### src/rtl/pixel_readout_word_decoder_defines.svh
// ----------------------------------------------------------------------------
// Pixel readout word decoder: assertion macros
// Concurrent assertion wrappers, compiled out for synthesis.
// ----------------------------------------------------------------------------
`ifndef PIXEL_READOUT_WORD_DECODER_DEFINES_SVH
`define PIXEL_READOUT_WORD_DECODER_DEFINES_SVH

`ifndef SYNTHESIS
`define PRWD_ASSERT(lbl, prop, msg) \
	lbl: assert property (@(posedge clk) disable iff (!arst_n) prop) else $error(msg);
`define PRWD_ASSERT_RST(lbl, prop, msg) \
	lbl: assert property (@(posedge clk) prop) else $error(msg);
`else
`define PRWD_ASSERT(lbl, prop, msg)
`define PRWD_ASSERT_RST(lbl, prop, msg)
`endif

`endif

### src/rtl/prwd_pkg.sv
// ----------------------------------------------------------------------------
// Pixel readout word decoder package
// Word kinds, special chip codes, the timeout group table and the result type.
// ----------------------------------------------------------------------------
package prwd_pkg;

	localparam logic [3:0] KIND_BEGIN    = 4'd0;
	localparam logic [3:0] KIND_END      = 4'd1;
	localparam logic [3:0] KIND_GAP      = 4'd2;
	localparam logic [3:0] KIND_DUMMY    = 4'd3;
	localparam logic [3:0] KIND_HIT      = 4'd4;
	localparam logic [3:0] KIND_BAD_CHAN = 4'd5;
	localparam logic [3:0] KIND_TIMEOUT  = 4'd6;
	localparam logic [3:0] KIND_EVNUM    = 4'd7;
	localparam logic [3:0] KIND_TRAILER  = 4'd8;
	localparam logic [3:0] KIND_FIFO_NF  = 4'd9;

	localparam logic [4:0] CHIP_LAST_ROC = 5'd25;
	localparam logic [4:0] CHIP_GAP      = 5'd26;
	localparam logic [4:0] CHIP_DUMMY    = 5'd27;
	localparam logic [4:0] CHIP_FIFO_NF  = 5'd28;
	localparam logic [4:0] CHIP_TIMEOUT  = 5'd29;
	localparam logic [4:0] CHIP_TRAILER  = 5'd30;

	localparam logic [6:0] ROW_TOP       = 7'd80;
	localparam logic [7:0] PIX_LIMIT     = 8'd160;

	typedef struct packed {
		logic [3:0]  kind;
		logic [5:0]  channel;
		logic [4:0]  chip_id;
		logic [5:0]  column;
		logic [6:0]  row;
		logic [7:0]  low_byte;
		logic [4:0]  sub_mask;
		logic [5:0]  channel_base;
		logic [1:0]  fsm_status;
		logic [3:0]  error_flags;
		logic [7:0]  error_event;
		logic [23:0] event_out;
	} res_t;

	function automatic logic [4:0] group_offset(input logic [2:0] grp);
		logic [4:0] off;
		begin
			case (grp)
				3'd0: off = 5'd0;
				3'd1: off = 5'd4;
				3'd2: off = 5'd9;
				3'd3: off = 5'd13;
				3'd4: off = 5'd18;
				3'd5: off = 5'd22;
				3'd6: off = 5'd27;
				default: off = 5'd31;
			endcase
			return off;
		end
	endfunction

endpackage

### src/rtl/pixel_readout_word_decoder.sv
// ----------------------------------------------------------------------------
// Pixel readout word decoder
// Registers each readout word, classifies it and holds the decoded result.
// ----------------------------------------------------------------------------
//  channel   direction  handshake                   payload
//  word      in         word_valid / word_stall     word_in, event_number
//  result    out        result_valid / result_stall kind .. event_out
//
//  An accepted item passes through the input register into the result register.
//  One item is accepted per cycle while the result side is not stalled.
//  A stalled result holds; the input register still takes one further item.
//  Reset clears the valid flags of both registers.
module pixel_readout_word_decoder #(
	parameter int MAX_CHANNEL = 36
) (
	input  logic        clk,
	input  logic        arst_n,
	input  logic        word_valid,
	output logic        word_stall,
	input  logic [31:0] word_in,
	input  logic [23:0] event_number,
	output logic        result_valid,
	input  logic        result_stall,
	output logic [3:0]  kind,
	output logic [5:0]  channel,
	output logic [4:0]  chip_id,
	output logic [5:0]  column,
	output logic [6:0]  row,
	output logic [7:0]  low_byte,
	output logic [4:0]  sub_mask,
	output logic [5:0]  channel_base,
	output logic [1:0]  fsm_status,
	output logic [3:0]  error_flags,
	output logic [7:0]  error_event,
	output logic [23:0] event_out
);
	import prwd_pkg::*;

	`include "pixel_readout_word_decoder_defines.svh"

	logic        valid_s1;
	logic [31:0] word_s1;
	logic [23:0] event_s1;
	logic        valid_s2;
	res_t        res_s2;
	res_t        res_next;
	logic        load_s2;
	logic        load_s1;

	assign load_s2    = !valid_s2 || !result_stall;
	assign load_s1    = !valid_s1 || load_s2;
	assign word_stall = !load_s1;

	always_ff @(posedge clk or negedge arst_n) begin
		if (!arst_n) begin
			valid_s1 <= 1'b0;
		end else if (load_s1) begin
			valid_s1 <= word_valid;
		end
	end

	always_ff @(posedge clk) begin
		if (load_s1 && word_valid) begin
			word_s1  <= word_in;
			event_s1 <= event_number;
		end
	end

	prwd_decode #(
		.MAX_CHANNEL(MAX_CHANNEL)
	) u_decode (
		.word_in      (word_s1),
		.event_number (event_s1),
		.res          (res_next)
	);

	always_ff @(posedge clk or negedge arst_n) begin
		if (!arst_n) begin
			valid_s2 <= 1'b0;
		end else if (load_s2) begin
			valid_s2 <= valid_s1;
		end
	end

	always_ff @(posedge clk) begin
		if (load_s2 && valid_s1) begin
			res_s2 <= res_next;
		end
	end

	assign result_valid = valid_s2;
	assign kind         = res_s2.kind;
	assign channel      = res_s2.channel;
	assign chip_id      = res_s2.chip_id;
	assign column       = res_s2.column;
	assign row          = res_s2.row;
	assign low_byte     = res_s2.low_byte;
	assign sub_mask     = res_s2.sub_mask;
	assign channel_base = res_s2.channel_base;
	assign fsm_status   = res_s2.fsm_status;
	assign error_flags  = res_s2.error_flags;
	assign error_event  = res_s2.error_event;
	assign event_out    = res_s2.event_out;

	`PRWD_ASSERT_RST(a_reset_empty, !arst_n |-> !valid_s2, "result valid during reset")
	`PRWD_ASSERT(a_advance, valid_s1 && !valid_s2 |=> valid_s2, "item lost between registers")
	`PRWD_ASSERT(a_kind_range, valid_s2 |-> kind <= KIND_FIFO_NF, "kind out of range")
	`PRWD_ASSERT(a_hit_channel, valid_s2 && kind == KIND_HIT |-> channel != 6'd0 && channel <= 6'(MAX_CHANNEL), "hit on a channel out of range")
	`PRWD_ASSERT(a_pixel_only_hit, valid_s2 && kind != KIND_HIT |-> column == 6'd0 && row == 7'd0, "pixel address on a non-hit item")

endmodule

### src/rtl/prwd_decode.sv
// ----------------------------------------------------------------------------
// Word classifier
// Sorts one readout word into its kind and extracts the fields for that kind.
// ----------------------------------------------------------------------------
module prwd_decode #(
	parameter int MAX_CHANNEL = 36
) (
	input  logic [31:0]    word_in,
	input  logic [23:0]    event_number,
	output prwd_pkg::res_t res
);
	import prwd_pkg::*;

	logic [5:0] chan;
	logic [4:0] chip;
	logic [7:0] pix;

	assign chan = word_in[31:26];
	assign chip = word_in[25:21];
	assign pix  = word_in[15:8];

	always_comb begin
		res              = '0;
		res.channel      = chan;
		res.chip_id      = chip;
		res.event_out    = event_number;
		if (word_in[27:0] == 28'd0) begin
			res.kind = KIND_BEGIN;
		end else if (chip > CHIP_LAST_ROC) begin
			if (&word_in) begin
				res.kind = KIND_END;
			end else begin
				unique case (chip)
					CHIP_GAP: begin
						res.kind     = KIND_GAP;
						res.low_byte = word_in[7:0];
					end
					CHIP_DUMMY: begin
						res.kind     = KIND_DUMMY;
						res.low_byte = word_in[7:0];
					end
					CHIP_TIMEOUT: begin
						res.kind         = KIND_TIMEOUT;
						res.error_event  = word_in[20:13];
						res.sub_mask     = word_in[4:0];
						res.channel_base = {1'b0, group_offset(word_in[10:8])} + 6'd1;
					end
					CHIP_TRAILER: begin
						res.kind        = KIND_TRAILER;
						res.error_event = word_in[20:13];
						res.low_byte    = word_in[7:0];
						res.fsm_status  = word_in[10:9];
						res.error_flags = {2'b00, word_in[8], word_in[11]};
					end
					CHIP_FIFO_NF: begin
						res.kind        = KIND_FIFO_NF;
						res.error_event = word_in[20:13];
						res.sub_mask    = word_in[4:0];
						res.error_flags = {word_in[7], word_in[6], 2'b00};
					end
					default: begin
						res.kind        = KIND_EVNUM;
						res.error_event = word_in[20:13];
						res.low_byte    = word_in[7:0];
					end
				endcase
			end
		end else if (chan != 6'd0 && chan <= 6'(MAX_CHANNEL)) begin
			res.kind     = KIND_HIT;
			res.column   = {word_in[20:16], pix[0]};
			res.row      = (pix < PIX_LIMIT) ? (ROW_TOP - pix[7:1]) : 7'd0;
			res.low_byte = word_in[7:0];
		end else begin
			res.kind = KIND_BAD_CHAN;
		end
	end

endmodule

### config.mk
export PLATFORM = sky130hd
export DESIGN_NAME = pixel_readout_word_decoder
export DESIGN_NICKNAME = d
export VERILOG_FILES = /design/src/rtl/prwd_pkg.sv /design/src/rtl/pixel_readout_word_decoder.sv /design/src/rtl/prwd_decode.sv
export VERILOG_INCLUDE_DIRS = /design/src /design/src/rtl
export SDC_FILE = /design/constraint.sdc
export NUM_CORES = 1
export LEC_CHECK = 0
export ABC_AREA = 1
export ABC_CLOCK_PERIOD_IN_PS = 7050
export BUFFER_PORTS_ARGS = -buffer_cell sky130_fd_sc_hd__buf_2
export CORE_MARGIN = 1.5
export CORE_UTILIZATION = 50
export CTS_CLUSTER_DIAMETER = 30
export DETAILED_ROUTE_END_ITERATION = 12
export PLACE_DENSITY = 0.77
export SKIP_CTS_REPAIR_TIMING = 1
export SLEW_MARGIN = 30
export SYNTH_ARGS = -nofsm -noshare
export SYNTH_HDL_FRONTEND = slang
export SYNTH_SLANG_ARGS = --single-unit
### constraint.sdc
create_clock -name clk -period 7.05 [get_ports clk]
set_clock_uncertainty 0.1 [all_clocks]
set_input_delay 0.705 -clock clk [delete_from_list [all_inputs] [get_ports clk]]
set_output_delay 0.705 -clock clk [all_outputs]
set_load 0.01 [all_outputs]
==> summary.txt, run 1 <==
Worst setup path
  • Crit path max-delay family: flip-flops
  • Slowest cell on crit path: dfrtp_1
  • CP Class: flip-flop to output pin
  • R2R Setup Slk: 5.10 ns
  • Worst-path cell chain: nand2_1, nor2_1, buf_2
  • CP max FO: 3
  • Buf/Inv on CP: 1
  • Slowest stage delay, CP: 0.42 ns
  • Critical path arrival: 1.30 ns
  • Critical Path Source: result_valid
  • WP data required: 6.24 ns
  • Crit end category: output pin
  • CP startpoint kind: flip-flop
  • FF-to-FF Start: word_s1[22]

Clock network
  • CTS tree: yes
  • Worst-Skew Late Latency: 0.52 ns
  • CTS clk-pin slew, worst paths: 0.06 ns
  • Total CTS buffers: 17
  • Clock net sink count: 143
  • Clk buf depth: 2
  • H-tree depth: 4
  • Root Buffer: clkbuf_8

Timing
  • Final Hold Vio Count: 0
  • F_max: 0.4742 GHz
  • Slew HR: 0.5005
  • RSZ-0062 raised after global routing: no
  • Final period utilization: 0.2991
  • Min cycle time layout: 2.109 ns
  • Setup TNS Final: 0 ns
  • Max-slew violations: 0
  • Hold Slack: 0.2593 ns
  • Final setup viols: 0
  • Worst slew pin tran: 0.7492 ns

Yosys
  • Synth Area in Simple Gates: 0.1528
  • Mux share of post-synthesis cell area: 0
  • Ys Warns: 0
  • Distinct cells, synth: 23
  • Synthesized Nets: 441
  • Post-synth EDFFs: 141
  • Ys flop type: edfxtp_1
  • Post-synthesis compound-gate area fraction: 0.006733
  • Adder-cell area share of the yosys netlist: 0.002322
  • Synth area leader: edfxtp_1
  • Mapped cell area: 5389 µm²
  • Commonest cells post-synth: 141 x edfxtp_1, 65 x nand2_1, 59 x nor2_1
  • Largest family of logic cells by synthesized area: simple AND/OR/NAND/NOR gates
  • Top post-synthesis cells by area: edfxtp_1 79%, nand2_1 4.5%, nor2_1 4.1%
  • Synth Area in XOR/XNOR: 0.004876
  • Cells after synthesis: 380
  • Yosys top cell area share: 0.7857
  • FF+latch count, synth: 143
  • Sequential share of the synthesized area: 0.7950
  • Synthesized area per cell: 14.18 µm²
  • Most frequent cell after synthesis: edfxtp_1
  • Asr flop ratio synth: 0.01399

Floorplan
  • Die Wd: 106.8 µm
  • Initial core utilization: 0.5197
  • Row cnt: 37
  • Die area: 11410 µm²
  • Io pins: 147
  • Die span in y: 106.8 µm
  • Core area: 10370 µm²

Power
  • Pwr dens: 310.2 nW/µm²
  • LEAKAGE: 0.002925 µW
  • Worst VDD drop: 241.8 µV

Routing
  • Vias: 3346
  • Final ANT Viol Nets: 0
  • DRC: 0
  • Drt first pass iters: 4
  • DRT Wirelength: 10200 µm
  • DR iter-0 viols: 202
  • Number of vias per cell: 4.828
  • WL/cell: 14.71 µm

Cells and area
  • Final nets: 605
  • Ant. Diodes: 0
  • P&R area growth vs syn: 27.86%
  • Post-layout util: 0.6645
  • Share of cells above drive strength 1: 0.3555

Run status
  • Status: complete, no violations

GRT
  • First-pass GRT wire length: 15660 µm
  • Antenna violations before repair: 0
  • Overall Global Routing Usage: 0.1864
  • Global route overflow: 0
  • Pin count of the biggest net entering global routing: 86
  • Vias in the first global route: 3289

Placed design
  • GPL Wtd Cong: 0.8338
  • Number of port buffers: 146
  • DPL Wire Length: 7152 µm

Run
  • Max_cap viols: 0

Hold path
  • HP Start: event_number[0]
  • Worst Hold Class: primary input to flip-flop
[final cells by class]
| type | count | area [µm²] |
|---|---|---|
| Clock inverter | 13 | 163.9 |
| Fill cell | 772 | 3480 |
| Sequential cell | 143 | 4284 |
| Inverter | 47 | 178.9 |
| Multi-Input combinational cell | 187 | 909.6 |
| Clock buffer | 19 | 431.7 |
| Tap cell | 136 | 170.2 |
| Timing Repair Buffer | 148 | 752.0 |
[state kept, by name, summed over array words and instances (netlist names), 6 cells and up]
signal	flops
word_s1	32
event_out	24
event_s1	24
error_event	8
low_byte	8
row	7
channel	6
channel_base	6
column	6
[worst register-to-register path: stages (launching register included)]
cell      delay (ns)
edfxtp_1        0.47
nor2_1          0.11
nor2_2          0.48
inv_1           0.30
nand4_1         0.18
nand2_1         0.07
[power breakdown]
group | internal (µW) | leakage, µW | switching [µW]
sequential | 1030 | 0.00139 | 30.2
clock | 549 | 0.000288 | 330
combinational | 65.9 | 0.00125 | 128
total | 1650 | 0.00293 | 488
[layer usage]
layer | share of wire | wire [µm] | global-route usage
met3 | 0.11 | 1104 | 0.08815
met2 | 0.48 | 4880 | 0.2976
met5 | 0 | 0 | 0
met1 | 0.40 | 4062 | 0.2189
met4 | 0.015 | 149 | 0.07333
[cell usage in the layout (no fill, tap or decap)]
| cell | instances |
|---|---|
| nand3_2 | 2 |
| dfrtp_1 | 2 |
| nor2_1 | 59 |
| nand3_1 | 9 |
| nand2_2 | 2 |
| bufinv_16 | 3 |
| dlygate4sd3_1 | 1 |
| nand2_4 | 1 |
| clkbuf_8 | 2 |
| clkinv_2 | 3 |
| nor2_2 | 5 |
| o21ai_0 | 3 |
| inv_6 | 1 |
| inv_1 | 44 |
| nand2_1 | 65 |
| clkinvlp_4 | 2 |
| nand3_4 | 2 |
| nor2_4 | 3 |
| clkbuf_16 | 16 |
| buf_6 | 1 |
| a211oi_1 | 1 |
| nor3_1 | 10 |
| a21oi_4 | 1 |
| inv_2 | 2 |
| buf_2 | 146 |
| ha_1 | 1 |
| inv_4 | 1 |
| nand4_1 | 19 |
| o21ai_2 | 1 |
| clkbuf_1 | 1 |
| clkinv_4 | 4 |
| edfxtp_1 | 141 |
| xor2_1 | 3 |
[path summary, 6_finish.rpt]
check,end,cells past startpoint
max in group asynchronous,valid_s1,2
min in group asynchronous,result_valid,2
hold / removal,event_s1[0],1
hold reg to reg,event_out[0],0
setup / recovery,word_stall,3
setup reg to reg,low_byte[6],5
[metrics by stage]
stage	power, µW	area (µm²)	instances	setup slack [ns]
floorplan	1191	5389	380	1.665
global placement	1270	6279	660	4.652
detailed placement	1278	6281	660	4.766
CTS	2156	6877	692	4.910
global route	2209	6890	693	4.867
finish	2137	6890	693	4.941
[cell families after synthesis]
kind of cell,count (synthesis)
buffers and inverters,50
flip-flops,143
AO/OA/AOI/OAI,6
AND/OR/NAND/NOR,177
XOR/XNOR,3
adder cells (fa/ha/maj),1
No activity file was read; power rests on OpenSTA's default activity.
==> inputs of run 2 (changes only) <==
--- a/config.mk
+++ b/config.mk
@@ -7,13 +7,13 @@
 export NUM_CORES = 1
 export LEC_CHECK = 0
 export ABC_AREA = 1
-export ABC_CLOCK_PERIOD_IN_PS = 7050
+export ABC_CLOCK_PERIOD_IN_PS = 1800
 export BUFFER_PORTS_ARGS = -buffer_cell sky130_fd_sc_hd__buf_2
 export CORE_MARGIN = 1.5
-export CORE_UTILIZATION = 50
+export CORE_UTILIZATION = 47
 export CTS_CLUSTER_DIAMETER = 30
 export DETAILED_ROUTE_END_ITERATION = 12
-export PLACE_DENSITY = 0.77
+export PLACE_DENSITY = 0.76
 export SKIP_CTS_REPAIR_TIMING = 1
 export SLEW_MARGIN = 30
 export SYNTH_ARGS = -nofsm -noshare
==> constraint.sdc (replaced) <==
create_clock -name clk -period 1.8 [get_ports clk]
set_clock_uncertainty 0.1 [all_clocks]
set_input_delay 0.18 -clock clk [delete_from_list [all_inputs] [get_ports clk]]
set_output_delay 0.18 -clock clk [all_outputs]
set_load 0.01 [all_outputs]
==> run 2 against run 1 <==
Compared with the run above: first-iteration DRC count decreased by 17%; core utilization up 3.1 points; wire length up 16%; critical path type is now flip-flop to flip-flop; critical endpoint is now row[4]; highest routed layer unchanged.
==> summary.txt, run 2 (same netlist as run 1, synthesis figures left out) <==
Cells and area
  • Design Area, Final: 7671 µm²
  • Fillers: 759
  • Largest register by flop count: word_s1
  • P&R area growth vs syn: 42.35%
  • Final nets: 675
  • Post-layout util: 0.6954
  • Ant. Diodes: 0
  • Multi-input gate area: 927.1 µm²
  • Max reg flops: 32
  • Share of cells above drive strength 1: 0.3381
  • Commonest non-fill, non-tap cell in the layout: buf_2
  • FF/Latch Area: 4285 µm²
  • Commonest cells after routing, fill and taps aside: 146 x buf_2, 141 x edfxtp_1, 63 x nand2_1

Floorplan
  • Row cnt: 38
  • Initial core utilization: 0.4885
  • Die Wd: 110.1 µm
  • Die area: 12120 µm²
  • Die span in y: 110.1 µm
  • Core area: 11030 µm²
  • Io pins: 147

Run status
  • Status: complete, no violations

Placed design
  • GPL Wtd Cong: 0.8511
  • DPL Wire Length: 7570 µm
  • DP Worst Slack: 0.07344 ns
  • Number of port buffers: 146
  • Placed cell areas: 6431 µm²

Routing
  • Drt first pass iters: 4
  • Vias: 3669
  • DRC: 0
  • DR iter-0 viols: 167
  • DRT Wirelength: 11790 µm
  • Final ANT Viol Nets: 0
  • Number of vias per cell: 4.784
  • WL/cell: 15.38 µm

Run
  • Max_cap viols: 0

Worst setup path
  • CP startpoint kind: flip-flop
  • CP max FO: 7
  • WP data required: 1.86 ns
  • CP Class: flip-flop to flip-flop
  • R2R Setup Slk: 0.08 ns
  • Crit end category: flip-flop
  • Critical Path Source: word_s1[22]
  • FF-to-FF Start: word_s1[22]
  • Critical path arrival: 1.78 ns
  • R2r worst-path depth: 8

Timing
  • Setup TNS Final: 0 ns
  • Final Hold Vio Count: 0
  • Final WS setup: 0.08342 ns
  • Final setup viols: 0
  • RSZ-0062 raised after global routing: no
  • Max-slew violations: 0
  • F_max: 0.5826 GHz
  • Min cycle time layout: 1.717 ns
  • Worst slew pin tran: 0.3567 ns
  • Slew HR: 0.7617
  • Final period utilization: 0.9537

GRT
  • First-pass GRT wire length: 15630 µm
  • Vias in the first global route: 3239
  • Pin count of the biggest net entering global routing: 37
  • Overall Global Routing Usage: 0.1815
  • Global route overflow: 0
  • Antenna violations before repair: 0

Clock network
  • CTS tree: yes
  • Root Buffer: clkbuf_16
  • Clk buf depth: 2
  • Total CTS buffers: 17
  • H-tree depth: 4
  • Worst-Skew Late Latency: 0.42 ns
  • CTS clk-pin slew, worst paths: 0.06 ns
  • Clock net sink count: 143

Power
  • Pwr dens: 1143 nW/µm²
  • Int Power: 6780 µW
  • Switching Fraction: 0.2266
  • Worst VDD drop: 913.9 µV
  • Clock network power share: 0.416
  • Total Power: 8767 µW
  • Seq pwr share: 0.476
  • Logic pwr share: 0.108
  • LEAKAGE: 0.003248 µW
  • NetSw: 1987 µW

Hold path
  • HP Start: event_s1[21]
  • Worst Hold Class: flip-flop to flip-flop
  • Hold path depth: 0
## run 2: final cells by class
type,count,area share
clock inverters,12,0.02381
repair buffers,218,0.1934
inverters,47,0.02349
well taps,140,0.02283
multi-input cells,187,0.1209
flip-flops and latches,143,0.5586
clock buffers,20,0.05692
## run 2: path summary, 6_finish.rpt
| path | endpoint |
|---|---|
| min in group asynchronous | valid_s1 |
| worst max-delay path | row[4] |
| worst min-delay path | event_out[21] |
| worst min register to register | event_out[21] |
| worst max register to register | row[4] |
| max in group asynchronous | result_valid |
## run 2: metal layers
metal,vias up,global-route usage,share of wire
met5,-,0,0
met4,0,0.08071,0.015
met3,15,0.08583,0.079
met2,141,0.3026,0.53
met1,1717,0.1971,0.38
li1,1796,-,-
## run 2: critical path: stages, from the launching register on
cell,delay (ns)
edfxtp_1,0.50
nor2_1,0.21
nand2_1,0.13
inv_1,0.08
nand2_1,0.05
nor2_1,0.11
nand2_1,0.11
nand3_4,0.12
nor2_1,0.05
## run 2: power groups by stage
| stage | logic (µW) | registers [µW] | clock network [µW] |
|---|---|---|---|
| after floorplan | 310 | 4340 | 0 |
| after global placement | 822 | 4220 | 0 |
| after detailed placement | 840 | 4230 | 0 |
| after CTS | 844 | 4170 | 3700 |
| after global routing | 1040 | 4200 | 3850 |
| final | 946 | 4170 | 3650 |
## run 2: metrics by stage
step	std cells	hold WS (ns)
2_1_floorplan	380	-0.2156
3_3_place_gp	674	-0.1354
3_5_place_dp	674	-0.1331
4_1_cts	706	-0.5847
5_1_grt	767	0.3209
6_report	767	0.3166
